**src/geohash_codec_assert.svh**
```systemverilog
// Assertion macros for the geohash codec; gh_ctrl includes them.
// Depends on nothing; included by modules that check their own logic.
`ifndef GEOHASH_CODEC_ASSERT_SVH
`define GEOHASH_CODEC_ASSERT_SVH
// Implication checked on every clock edge outside reset.
`define GH_ASSERT_IMP(label, clk, rst, a, c) \
  label: assert property (@(posedge clk) disable iff (rst) (a) |-> (c)) \
    else $error("assertion failed");
// Next-cycle implication checked outside reset.
`define GH_ASSERT_NEXT(label, clk, rst, a, c) \
  label: assert property (@(posedge clk) disable iff (rst) (a) |=> (c)) \
    else $error("assertion failed");
`endif

```
**src/gh_pkg.sv**
```systemverilog
// Package for the geohash codec: word types, function codes, states, tables.
// Depends on nothing.
package gh_pkg;
  localparam int MaxChars = 12;
  localparam int CntW = 4;

  localparam logic [1:0] FuncEncode = 2'd0;
  localparam logic [1:0] FuncDecode = 2'd1;
  localparam logic [1:0] FuncNeighbor = 2'd2;

  localparam logic [1:0] StatusOk = 2'd0;
  localparam logic [1:0] StatusBadChar = 2'd1;
  localparam logic [1:0] StatusTooLong = 2'd2;

  // Neighbor directions, clockwise from north; self and above repeat the hash.
  localparam logic [3:0] DirN = 4'd0;
  localparam logic [3:0] DirNE = 4'd1;
  localparam logic [3:0] DirE = 4'd2;
  localparam logic [3:0] DirSE = 4'd3;
  localparam logic [3:0] DirS = 4'd4;
  localparam logic [3:0] DirSW = 4'd5;
  localparam logic [3:0] DirW = 4'd6;
  localparam logic [3:0] DirNW = 4'd7;
  localparam logic [3:0] DirSelf = 4'd8;

  typedef struct packed {
    logic [1:0]  func;
    logic signed [31:0] latitude_in;
    logic signed [31:0] longitude_in;
    logic [3:0]  precision;
    logic [7:0]  hash_char_in;
    logic        last_char_in;
    logic [3:0]  neighbor_dir;
  } in_word_t;

  typedef struct packed {
    logic [7:0]  hash_char_out;
    logic        last_out;
    logic signed [31:0] center_lat;
    logic signed [31:0] center_lon;
    logic [31:0] lat_halfwidth;
    logic [31:0] lon_halfwidth;
    logic [1:0]  status;
  } out_word_t;

  typedef enum logic [3:0] {
    ST_IDLE, ST_ABSORB, ST_CENTER, ST_SETUP, ST_BISECT, ST_EMIT, ST_STORED,
    ST_READ, ST_RESULT
  } state_t;

  // Commands from the controller to the datapath.
  typedef struct packed {
    logic load_in;      // capture the input word
    logic absorb_step;  // one decode bisection step
    logic absorb_store; // store the symbol and count it
    logic set_err;      // record error code
    logic [1:0] err;
    logic calc_center;  // compute center and half widths
    logic enc_init;     // load encode target and reset encode bounds
    logic enc_step;     // one encode bisection step
    logic clear_dec;    // return decode state to reset
    logic out_load;     // load output register
    logic out_stored;   // output from stored symbol
    logic out_decode;   // output decode result
    logic out_empty;    // neighbor of empty hash
    logic out_last;
    logic rd_next;      // advance store read
  } cmd_t;

  typedef struct packed {
    logic [1:0] func;
    logic       sym_valid;
    logic       last_char;
    logic       full;
    logic       err_free;
    logic       self_dir;
    logic [CntW-1:0] chars;
    logic [CntW-1:0] precision;
  } stat_t;

  function automatic logic [7:0] sym_char(input logic [4:0] s);
    logic [7:0] c;
    case (s)
      5'd0: c = "0"; 5'd1: c = "1"; 5'd2: c = "2"; 5'd3: c = "3";
      5'd4: c = "4"; 5'd5: c = "5"; 5'd6: c = "6"; 5'd7: c = "7";
      5'd8: c = "8"; 5'd9: c = "9"; 5'd10: c = "b"; 5'd11: c = "c";
      5'd12: c = "d"; 5'd13: c = "e"; 5'd14: c = "f"; 5'd15: c = "g";
      5'd16: c = "h"; 5'd17: c = "j"; 5'd18: c = "k"; 5'd19: c = "m";
      5'd20: c = "n"; 5'd21: c = "p"; 5'd22: c = "q"; 5'd23: c = "r";
      5'd24: c = "s"; 5'd25: c = "t"; 5'd26: c = "u"; 5'd27: c = "v";
      5'd28: c = "w"; 5'd29: c = "x"; 5'd30: c = "y"; default: c = "z";
    endcase
    return c;
  endfunction

  // Symbol of an ASCII character, bit 5 set when it is not in the alphabet.
  function automatic logic [5:0] char_sym(input logic [7:0] ch);
    logic [7:0] c;
    logic [5:0] s;
    c = (ch >= "A" && ch <= "Z") ? ch + 8'd32 : ch;
    s = 6'h20;
    case (c)
      "0": s = 6'd0; "1": s = 6'd1; "2": s = 6'd2; "3": s = 6'd3;
      "4": s = 6'd4; "5": s = 6'd5; "6": s = 6'd6; "7": s = 6'd7;
      "8": s = 6'd8; "9": s = 6'd9; "b": s = 6'd10; "c": s = 6'd11;
      "d": s = 6'd12; "e": s = 6'd13; "f": s = 6'd14; "g": s = 6'd15;
      "h": s = 6'd16; "j": s = 6'd17; "k": s = 6'd18; "m": s = 6'd19;
      "n": s = 6'd20; "p": s = 6'd21; "q": s = 6'd22; "r": s = 6'd23;
      "s": s = 6'd24; "t": s = 6'd25; "u": s = 6'd26; "v": s = 6'd27;
      "w": s = 6'd28; "x": s = 6'd29; "y": s = 6'd30; "z": s = 6'd31;
      default: s = 6'h20;
    endcase
    return s;
  endfunction
endpackage

```
**src/gh_ram.sv**
```systemverilog
// Generic single-port-write, one-read RAM with registered read data.
// Depends on nothing.
module gh_ram #(
  parameter int Width = 5,
  parameter int Depth = 12
) (
  input  logic                     clk,
  input  logic                     we,
  input  logic [$clog2(Depth)-1:0] waddr,
  input  logic [Width-1:0]         wdata,
  input  logic [$clog2(Depth)-1:0] raddr,
  output logic [Width-1:0]         rdata
);
  logic [Width-1:0] mem [Depth];

  // Write port and registered read port.
  always_ff @(posedge clk) begin
    if (we) begin
      mem[waddr] <= wdata;
    end
    rdata <= mem[raddr];
  end
endmodule

```
**src/gh_datapath.sv**
```systemverilog
// Datapath of the geohash codec: bounds, bisection unit, symbol store, output word.
// Depends on gh_pkg and gh_ram.
module gh_datapath import gh_pkg::*; #(
  parameter int CoordBits = 32,
  parameter int MaxCh = 12
) (
  input  logic      clk,
  input  logic      rst,
  input  in_word_t  in_word,
  input  cmd_t      cmd,
  output stat_t     stat,
  output out_word_t out_word
);
  localparam int BW = CoordBits + 2;
  localparam int AW = (MaxCh > 1) ? $clog2(MaxCh) : 1;
  localparam logic signed [BW-1:0] Half = BW'(1) <<< (CoordBits - 1);

  in_word_t inr;
  logic signed [BW-1:0] lat_low, lat_high, lon_low, lon_high;
  logic signed [BW-1:0] e_lat_lo, e_lat_hi, e_lon_lo, e_lon_hi, t_lat, t_lon;
  logic signed [BW-1:0] clat, clon, hlat, hlon;
  logic axis_is_lon, e_on_lon;
  logic [CntW-1:0] chars_seen;
  logic [1:0] error_seen;
  logic [2:0] bit_idx;
  logic [4:0] sym_acc;
  logic [CntW-1:0] rd_ptr;
  logic [4:0] rd_data;
  logic [5:0] sym;

  assign sym = char_sym(inr.hash_char_in);

  // Floor of half a sum: arithmetic shift.
  function automatic logic signed [BW-1:0] mid(input logic signed [BW-1:0] a,
                                               input logic signed [BW-1:0] b);
    logic signed [BW:0] s;
    s = {a[BW-1], a} + {b[BW-1], b};
    return s[BW:1];
  endfunction

  function automatic logic signed [BW-1:0] sat(input logic signed [BW-1:0] v);
    if (v > Half) return Half;
    if (v < -Half) return -Half;
    return v;
  endfunction

  logic signed [BW-1:0] dm_lon, dm_lat, em_lon, em_lat, dbl_lat, dbl_lon;
  logic dec_bit;
  logic [3:0] dir;
  assign dm_lon = mid(lon_low, lon_high);
  assign dm_lat = mid(lat_low, lat_high);
  assign em_lon = mid(e_lon_lo, e_lon_hi);
  assign em_lat = mid(e_lat_lo, e_lat_hi);
  assign dec_bit = sym[3'd4 - bit_idx];
  assign dir = inr.neighbor_dir;
  assign dbl_lat = hlat <<< 1;
  assign dbl_lon = hlon <<< 1;

  // Neighbor target offsets by direction.
  logic signed [BW-1:0] n_lat, n_lon;
  always_comb begin
    n_lat = clat;
    n_lon = clon;
    if (dir == DirN || dir == DirNE || dir == DirNW) n_lat = clat + dbl_lat;
    if (dir == DirSE || dir == DirS || dir == DirSW) n_lat = clat - dbl_lat;
    if (dir == DirNE || dir == DirE || dir == DirSE) n_lon = clon + dbl_lon;
    if (dir == DirSW || dir == DirW || dir == DirNW) n_lon = clon - dbl_lon;
  end

  // Symbol store.
  gh_ram #(.Width(5), .Depth(MaxCh)) u_store (
    .clk(clk), .we(cmd.absorb_store), .waddr(chars_seen[AW-1:0]),
    .wdata(sym[4:0]), .raddr(rd_ptr[AW-1:0]), .rdata(rd_data)
  );

  // Decode state.
  always_ff @(posedge clk) begin
    if (rst || cmd.clear_dec) begin
      lat_low <= -Half; lat_high <= Half;
      lon_low <= -Half; lon_high <= Half;
      axis_is_lon <= 1'b1;
      chars_seen <= '0;
      error_seen <= StatusOk;
    end else begin
      if (cmd.absorb_step) begin
        if (axis_is_lon) begin
          if (dec_bit) lon_low <= dm_lon; else lon_high <= dm_lon;
        end else begin
          if (dec_bit) lat_low <= dm_lat; else lat_high <= dm_lat;
        end
        axis_is_lon <= ~axis_is_lon;
      end
      if (cmd.absorb_store) chars_seen <= chars_seen + 1'b1;
      if (cmd.set_err && error_seen == StatusOk) error_seen <= cmd.err;
    end
  end

  // Input capture, center, encode engine and output register.
  always_ff @(posedge clk) begin
    if (cmd.load_in) begin
      inr <= in_word;
      bit_idx <= '0;
    end
    if (cmd.absorb_step) bit_idx <= bit_idx + 1'b1;
    if (cmd.calc_center) begin
      clat <= dm_lat;
      clon <= dm_lon;
      hlat <= lat_high - dm_lat;
      hlon <= lon_high - dm_lon;
      rd_ptr <= '0;
    end
    if (cmd.enc_init) begin
      e_lat_lo <= -Half; e_lat_hi <= Half;
      e_lon_lo <= -Half; e_lon_hi <= Half;
      e_on_lon <= 1'b1;
      sym_acc <= '0;
      if (inr.func == FuncEncode) begin
        t_lat <= BW'(inr.latitude_in);
        t_lon <= BW'(inr.longitude_in);
        clat <= '0; clon <= '0; hlat <= '0; hlon <= '0;
      end else begin
        t_lat <= sat(n_lat);
        t_lon <= sat(n_lon);
      end
    end
    if (cmd.enc_step) begin
      if (e_on_lon) begin
        sym_acc <= {sym_acc[3:0], t_lon > em_lon};
        if (t_lon > em_lon) e_lon_lo <= em_lon; else e_lon_hi <= em_lon;
      end else begin
        sym_acc <= {sym_acc[3:0], t_lat > em_lat};
        if (t_lat > em_lat) e_lat_lo <= em_lat; else e_lat_hi <= em_lat;
      end
      e_on_lon <= ~e_on_lon;
    end
    if (cmd.rd_next) rd_ptr <= rd_ptr + 1'b1;
    if (cmd.out_load) begin
      out_word.last_out <= cmd.out_last;
      out_word.center_lat <= 32'(clat);
      out_word.center_lon <= 32'(clon);
      out_word.lat_halfwidth <= 32'(hlat);
      out_word.lon_halfwidth <= 32'(hlon);
      out_word.status <= (inr.func == FuncEncode) ? StatusOk : error_seen;
      if (cmd.out_decode || cmd.out_empty) out_word.hash_char_out <= 8'd0;
      else if (cmd.out_stored) out_word.hash_char_out <= sym_char(rd_data);
      else out_word.hash_char_out <= sym_char(sym_acc);
    end
  end

  always_comb begin
    stat.func = inr.func;
    stat.sym_valid = ~sym[5];
    stat.last_char = inr.last_char_in;
    stat.full = (chars_seen >= CntW'(MaxCh));
    stat.err_free = (error_seen == StatusOk);
    stat.self_dir = inr.neighbor_dir[3];
    stat.chars = chars_seen;
    if (inr.precision == '0) stat.precision = CntW'(1);
    else if (inr.precision > CntW'(MaxCh)) stat.precision = CntW'(MaxCh);
    else stat.precision = inr.precision;
  end
endmodule

```
**src/gh_ctrl.sv**
```systemverilog
// Controller of the geohash codec: sequences absorb, encode and emit steps.
// Depends on gh_pkg and the assertion macro header.
`include "geohash_codec_assert.svh"
module gh_ctrl import gh_pkg::*; (
  input  logic  clk,
  input  logic  rst,
  input  logic  in_valid,
  output logic  in_stall,
  output logic  out_valid,
  input  logic  out_stall,
  input  stat_t stat,
  output cmd_t  cmd
);
  state_t state, state_next;
  logic [2:0] step, step_next;
  logic [CntW-1:0] emitted, emitted_next, total, total_next;
  logic ov, ov_next;

  always_ff @(posedge clk) begin
    if (rst) begin
      state <= ST_IDLE;
      step <= '0;
      emitted <= '0;
      total <= '0;
      ov <= 1'b0;
    end else begin
      state <= state_next;
      step <= step_next;
      emitted <= emitted_next;
      total <= total_next;
      ov <= ov_next;
    end
  end

  assign out_valid = ov;
  assign in_stall = (state != ST_IDLE);

  always_comb begin
    state_next = state;
    step_next = step;
    emitted_next = emitted;
    total_next = total;
    ov_next = ov && out_stall;
    cmd = '0;
    case (state)
      ST_IDLE: begin
        if (in_valid) begin
          cmd.load_in = 1'b1;
          state_next = ST_ABSORB;
          step_next = '0;
        end
      end
      ST_ABSORB: begin
        // Encode skips the decode accumulator; func 3 does nothing.
        if (stat.func == FuncEncode) begin
          total_next = stat.precision;
          emitted_next = '0;
          state_next = ST_SETUP;
        end else if (stat.func != FuncDecode && stat.func != FuncNeighbor) begin
          state_next = ST_IDLE;
        end else if (!stat.sym_valid) begin
          cmd.set_err = 1'b1; cmd.err = StatusBadChar;
          state_next = ST_CENTER;
        end else if (stat.full && step == '0) begin
          cmd.set_err = 1'b1; cmd.err = StatusTooLong;
          state_next = ST_CENTER;
        end else begin
          cmd.absorb_step = 1'b1;
          if (step == '0) cmd.absorb_store = 1'b1;
          step_next = step + 1'b1;
          if (step == 3'd4) state_next = ST_CENTER;
        end
      end
      ST_CENTER: begin
        if (!stat.last_char) begin
          state_next = ST_IDLE;
        end else begin
          cmd.calc_center = 1'b1;
          total_next = stat.chars;
          emitted_next = '0;
          if (stat.func == FuncDecode || stat.chars == '0) state_next = ST_RESULT;
          else if (stat.self_dir) state_next = ST_STORED;
          else state_next = ST_SETUP;
        end
      end
      ST_SETUP: begin
        cmd.enc_init = 1'b1;
        step_next = '0;
        state_next = ST_BISECT;
      end
      ST_BISECT: begin
        cmd.enc_step = 1'b1;
        step_next = step + 1'b1;
        if (step == 3'd4) state_next = ST_EMIT;
      end
      ST_EMIT: begin
        if (!ov || !out_stall) begin
          cmd.out_load = 1'b1;
          cmd.out_last = (emitted + 1'b1 == total);
          ov_next = 1'b1;
          emitted_next = emitted + 1'b1;
          step_next = '0;
          if (emitted + 1'b1 == total) begin
            cmd.clear_dec = (stat.func != FuncEncode);
            state_next = ST_IDLE;
          end else begin
            state_next = ST_BISECT;
          end
        end
      end
      ST_STORED: begin
        // Wait here while the registered store read fetches the symbol.
        state_next = ST_READ;
      end
      ST_READ: begin
        if (!ov || !out_stall) begin
          cmd.out_load = 1'b1;
          cmd.out_stored = 1'b1;
          cmd.out_last = (emitted + 1'b1 == total);
          cmd.rd_next = 1'b1;
          ov_next = 1'b1;
          emitted_next = emitted + 1'b1;
          if (emitted + 1'b1 == total) begin
            cmd.clear_dec = 1'b1;
            state_next = ST_IDLE;
          end else begin
            state_next = ST_STORED;
          end
        end
      end
      ST_RESULT: begin
        if (!ov || !out_stall) begin
          cmd.out_load = 1'b1;
          cmd.out_decode = (stat.func == FuncDecode);
          cmd.out_empty = (stat.func != FuncDecode);
          cmd.out_last = 1'b1;
          cmd.clear_dec = 1'b1;
          ov_next = 1'b1;
          state_next = ST_IDLE;
        end
      end
      default: state_next = ST_IDLE;
    endcase
  end

  `GH_ASSERT_IMP(a_no_load_when_held, clk, rst, cmd.out_load, !(ov && out_stall))
  `GH_ASSERT_IMP(a_busy_stalls, clk, rst, state != ST_IDLE, in_stall)
  `GH_ASSERT_NEXT(a_load_shows, clk, rst, cmd.out_load, out_valid)
endmodule

```
**src/geohash_codec.sv**
```systemverilog
// Top level of the geohash codec: joins controller and datapath.
// Depends on gh_pkg, gh_ctrl, gh_datapath and gh_ram.
//
// One word is taken at a time. A decode or neighbor character is absorbed
// with one bisection step per cycle over its five bits. Encode and neighbor
// re-encode build each emitted character in the shared bisection unit, up to
// MaxCh characters (twelve by default); the self direction reads the symbol
// store for its characters.
module geohash_codec import gh_pkg::*; #(
  parameter int CoordBits = 32,
  parameter int MaxCh = 12
) (
  input  logic      clk,
  input  logic      rst,
  input  logic      in_valid,
  output logic      in_stall,
  input  in_word_t  in_data,
  output logic      out_valid,
  input  logic      out_stall,
  output out_word_t out_data
);
  cmd_t  cmd;
  stat_t stat;

  gh_ctrl u_ctrl (
    .clk(clk), .rst(rst), .in_valid(in_valid), .in_stall(in_stall),
    .out_valid(out_valid), .out_stall(out_stall), .stat(stat), .cmd(cmd)
  );

  gh_datapath #(.CoordBits(CoordBits), .MaxCh(MaxCh)) u_dp (
    .clk(clk), .rst(rst), .in_word(in_data), .cmd(cmd), .stat(stat),
    .out_word(out_data)
  );
endmodule
```
**config.mk**
```make
export PLATFORM = sky130hd
export DESIGN_NAME = geohash_codec
export DESIGN_NICKNAME = d
export VERILOG_FILES = /design/src/gh_pkg.sv /design/src/gh_ram.sv /design/src/gh_datapath.sv /design/src/gh_ctrl.sv /design/src/geohash_codec.sv
export VERILOG_INCLUDE_DIRS = /design/src /design/src/src
export SDC_FILE = /design/constraint.sdc
export NUM_CORES = 2
export LEC_CHECK = 0
export ABC_AREA = 1
export BUFFER_PORTS_ARGS = -buffer_cell sky130_fd_sc_hd__buf_2
export CORE_MARGIN = 2
export CORE_UTILIZATION = 65
export DETAILED_ROUTE_END_ITERATION = 7
export PLACE_DENSITY = 0.83
export SYNTH_ARGS = -nofsm -noshare
export SYNTH_HDL_FRONTEND = slang
export SYNTH_SLANG_ARGS = --single-unit
```
**constraint.sdc**
```tcl
create_clock -name clk -period 30.4 [get_ports clk]
set_input_delay 9.12 -clock clk [delete_from_list [all_inputs] [get_ports clk]]
set_output_delay 9.12 -clock clk [all_outputs]
set_load 0.02 [all_outputs]
```
==> key figures <==
Synthesis
  – Top FF cell, synth: dfxtp_1
  – Synth Area in XOR/XNOR: 0.0276
  – Mux contribution to synthesized area: 0
  – Synthesized area per cell: 7.17 sq um
  – Most frequent cell after synthesis: nand2_1
  – Mapped cell area: ~0.053 sq mm
  – Synth area leaders: edfxtp_1 20%, dfxtp_1 17%, nand2_1 13%, ha_1 9.9%, inv_1 7.3%
  – Mapped Nets: 7916
  – Register area share after synthesis: 0.371
  – Synth Register Bits: 802
  – Compound-Gate Fraction of Synth Area: 0.146
  – Synth top area share: 0.205
  – EDFF count, synth: 362
  – Simple-Gate Fraction of Synth Area: 0.260
  – Cell variety after synth: 63
  – Synth Area in Adders: 0.103
  – Top cell type by total area after synthesis: edfxtp_1
  – Mapped Cells: 7398
  – Top post-synthesis cells by count: 1851 x nand2_1, 1037 x inv_1, 709 x nor2_1, 618 x a21oi_1, 513 x nand3_1
  – Fraction of registers with async set/reset: 0
  – Ys Warns: 0
  – Largest family of logic cells by synthesized area: simple AND/OR/NAND/NOR gates

Die
  – Die ar.: 0.0839 sq mm
  – Core area: 0.0807 sq mm
  – Die extent in x: around 290 um
  – Rows: between 100 and 150
  – I/O Pins: around 230
  – Die Ht: 290 um
  – Starting Density: 0.658

Drt
  – TritonRoute pass-1 iters: 8
  – Post-route ant nets: 0
  – Iter 0 DRT Violations: 5523
  – DR vias: 51373
  – DR DRC count: 0
  – Detailed Route WL: around 160 mm
  – DR WL/cell: 19.0 um
  – DR vias/cell: 5.93

CTS
  – Clk buf depth: 3
  – Clk_lat worst skew: around 0.66 ns
  – CTS root buffer: clkbuf_16
  – TritonCTS clock tree: done
  – Worst-path clk slew: approximately 0.06 ns
  – Post-CTS Setup Bufs: 0
  – Inserted Clock Buffers: 86
  – Hold Buf Count CTS: 0
  – H-Tree Depth: 3
  – # resized after CTS: 0
  – Clk sink count: 802

Place
  – Post-Place Cells: 8490
  – Post-detail-place hpwl: about 120 mm
  – GP Congestion: roughly 1.0
  – Port bufs: 226

Hold path
  – Worst hold path class: register to register
  – Hold path depth: 2

Setup path
  – Crit-path max FO: 84
  – Worst Path Required: 30.99 ns
  – Worst R2R Path Depth: 22
  – Critical path endpoint category: register
  – Arrival time at the worst endpoint: 11.99 ns
  – Setup CP Type: primary input to register
  – Kind of start point of the critical path: primary input

STA
  – Worst slew margin: 0.126
  – Unrepaired setup endpoints after global routing: false
  – Fin Clk Skew: around 0.020 ns
  – Final Hold Viols: 0
  – Max Fclk: 87.8 MHz
  – Tcrit/Tclk final: 0.375
  – Final Max Tran Viols: 0
  – Setup TNS: 0 ns
  – Post-route minimum period: 11.39 ns
  – Final setup vio count: 0
  – Final hold slack: 0.469 ns
  – Worst Tran Pin Value: 1.31 ns

Flow run
  – Max-Cap Viols: 0

Power
  – Lkg Pwr: 27.6 nW
  – Max VDD drop: 0.0778 mV
  – Pwr per Cell Area: 103 mW/mm^2

Global routing
  – Global route total overflow: 0
  – Vias in the first global route: 47469
  – Global-route wire length before repair: between 200 and 300 mm
  – Initial antenna violation count: 10
  – Largest net degree at the start of global routing: 97
  – GRT Resource Usage Total: 0.381

Status
  – Status: finished, final reports clean

Cells and area
  – Share of cells above drive strength 1: 0.0607
  – Area Growth Syn to Fin: 8.92%
  – Fin cells: 8660
  – Nets@finish: 8036
## metrics by stage
stage / utilization / power (W) / setup WS [ns] / instance area (sq um)
global placement: 0.680 / 0.00468 / 18.54 / 54900
floorplan: - / 0.00382 / 13.68 / 53100
CTS: 0.716 / 0.00584 / 19.12 / 57800
global route: 0.716 / 0.00636 / 18.82 / 57800
detailed placement: 0.680 / 0.00475 / 18.43 / 54900
finish: 0.716 / 0.00595 / 19.01 / 57800
## cell usage in the layout, fill, tap and decap left out, drive strengths merged, types with 25 or more instances in the layout
cell type     n
a21oi       618
a31oi        37
buf         253
clkbuf      115
clkinv       32
dfxtp       440
edfxtp      362
ha          421
inv        1046
nand2      1855
nand3       517
nand4        68
nor2        713
nor2b        25
nor3         77
o211ai       94
o21ai       476
o21bai       26
or2          33
xnor2        68
xor2         99
## per-layer routing
layer | track usage | vias up | wire length (um)
met5 | 0 | - | 0
met4 | 0.149 | 0 | 6400
met3 | 0.0606 | 405 | 17400
met2 | 0.588 | 2585 | 71400
met1 | 0.537 | 23717 | 69600
li1 | - | 24666 | -
## worst max-delay path, cell delays in order
cell and delay [ns]:
buf_2 0.07, nand2_1 0.15, inv_1 0.26, nor2_1 0.18, a21oi_1 0.18, nand2_1 0.11
a21oi_4 0.18, buf_4 0.45, buf_4 0.80, o21ai_0 0.19, nor2_1 0.13
## sequential cells by signal, summed over array words and instances, names as in the netlist, 5 cells and up, named ones only
| signal | flops |
|---|---|
| u_dp.sym_acc | 5 |
| u_dp.e_lat_lo | 34 |
| u_dp.u_store.rdata | 5 |
| u_dp.u_store.mem | 60 |
| u_dp.hlat | 33 |
| u_dp.inr | 76 |
| u_dp.out_word | 138 |
| u_dp.lat_high | 34 |
| u_dp.e_lat_hi | 34 |
| u_dp.t_lon | 34 |
| u_dp.hlon | 33 |
| u_dp.lon_high | 34 |
| u_dp.lon_low | 34 |
| u_dp.clat | 34 |
| u_dp.e_lon_lo | 34 |
| u_dp.clon | 34 |
| u_dp.e_lon_hi | 34 |
| u_dp.lat_low | 34 |
| u_dp.t_lat | 34 |
## path summary, 6_finish.rpt
kind,slack (ns),from,to
max,19.01,out_stall,u_dp.lon_low[0]
min reg2reg,0.47,u_dp.e_lon_hi[2],u_dp.e_lon_hi[2]
max reg2reg,23.21,u_dp.e_lon_hi[2],u_dp.e_lon_hi[0]
min,0.47,u_dp.e_lon_hi[2],u_dp.e_lon_hi[2]
## kinds of logic (layout without fill, tap and decap cells)
family | count (synthesis) | after routing
flip-flops | 802 | 802
buffers and inverters | 1265 | 1458
AND/OR/NAND/NOR | 3336 | 3336
other | 1 | 10
adder cells (fa/ha/maj) | 431 | 431
AO/OA/AOI/OAI | 1396 | 1396
XOR/XNOR | 167 | 167
## power by group
group | switching (W) | internal [W]
clock | 0.000460 | 0.000618
combinational | 0.00224 | 0.000949
sequential | 0.000276 | 0.00141
total | 0.00297 | 0.00298
## final cells by class
type | instances | area, sq um
diodes | 9 | 22.5
flip-flops and latches | 802 | 19700
repair buffers | 253 | 1330
well taps | 1060 | 1330
clock inverters | 46 | 492
clock buffers | 115 | 2420
fillers | 6682 | 22900
multi-input cells | 5331 | 28600
inverters | 1044 | 3930
(Power assumes the default switching activity.)
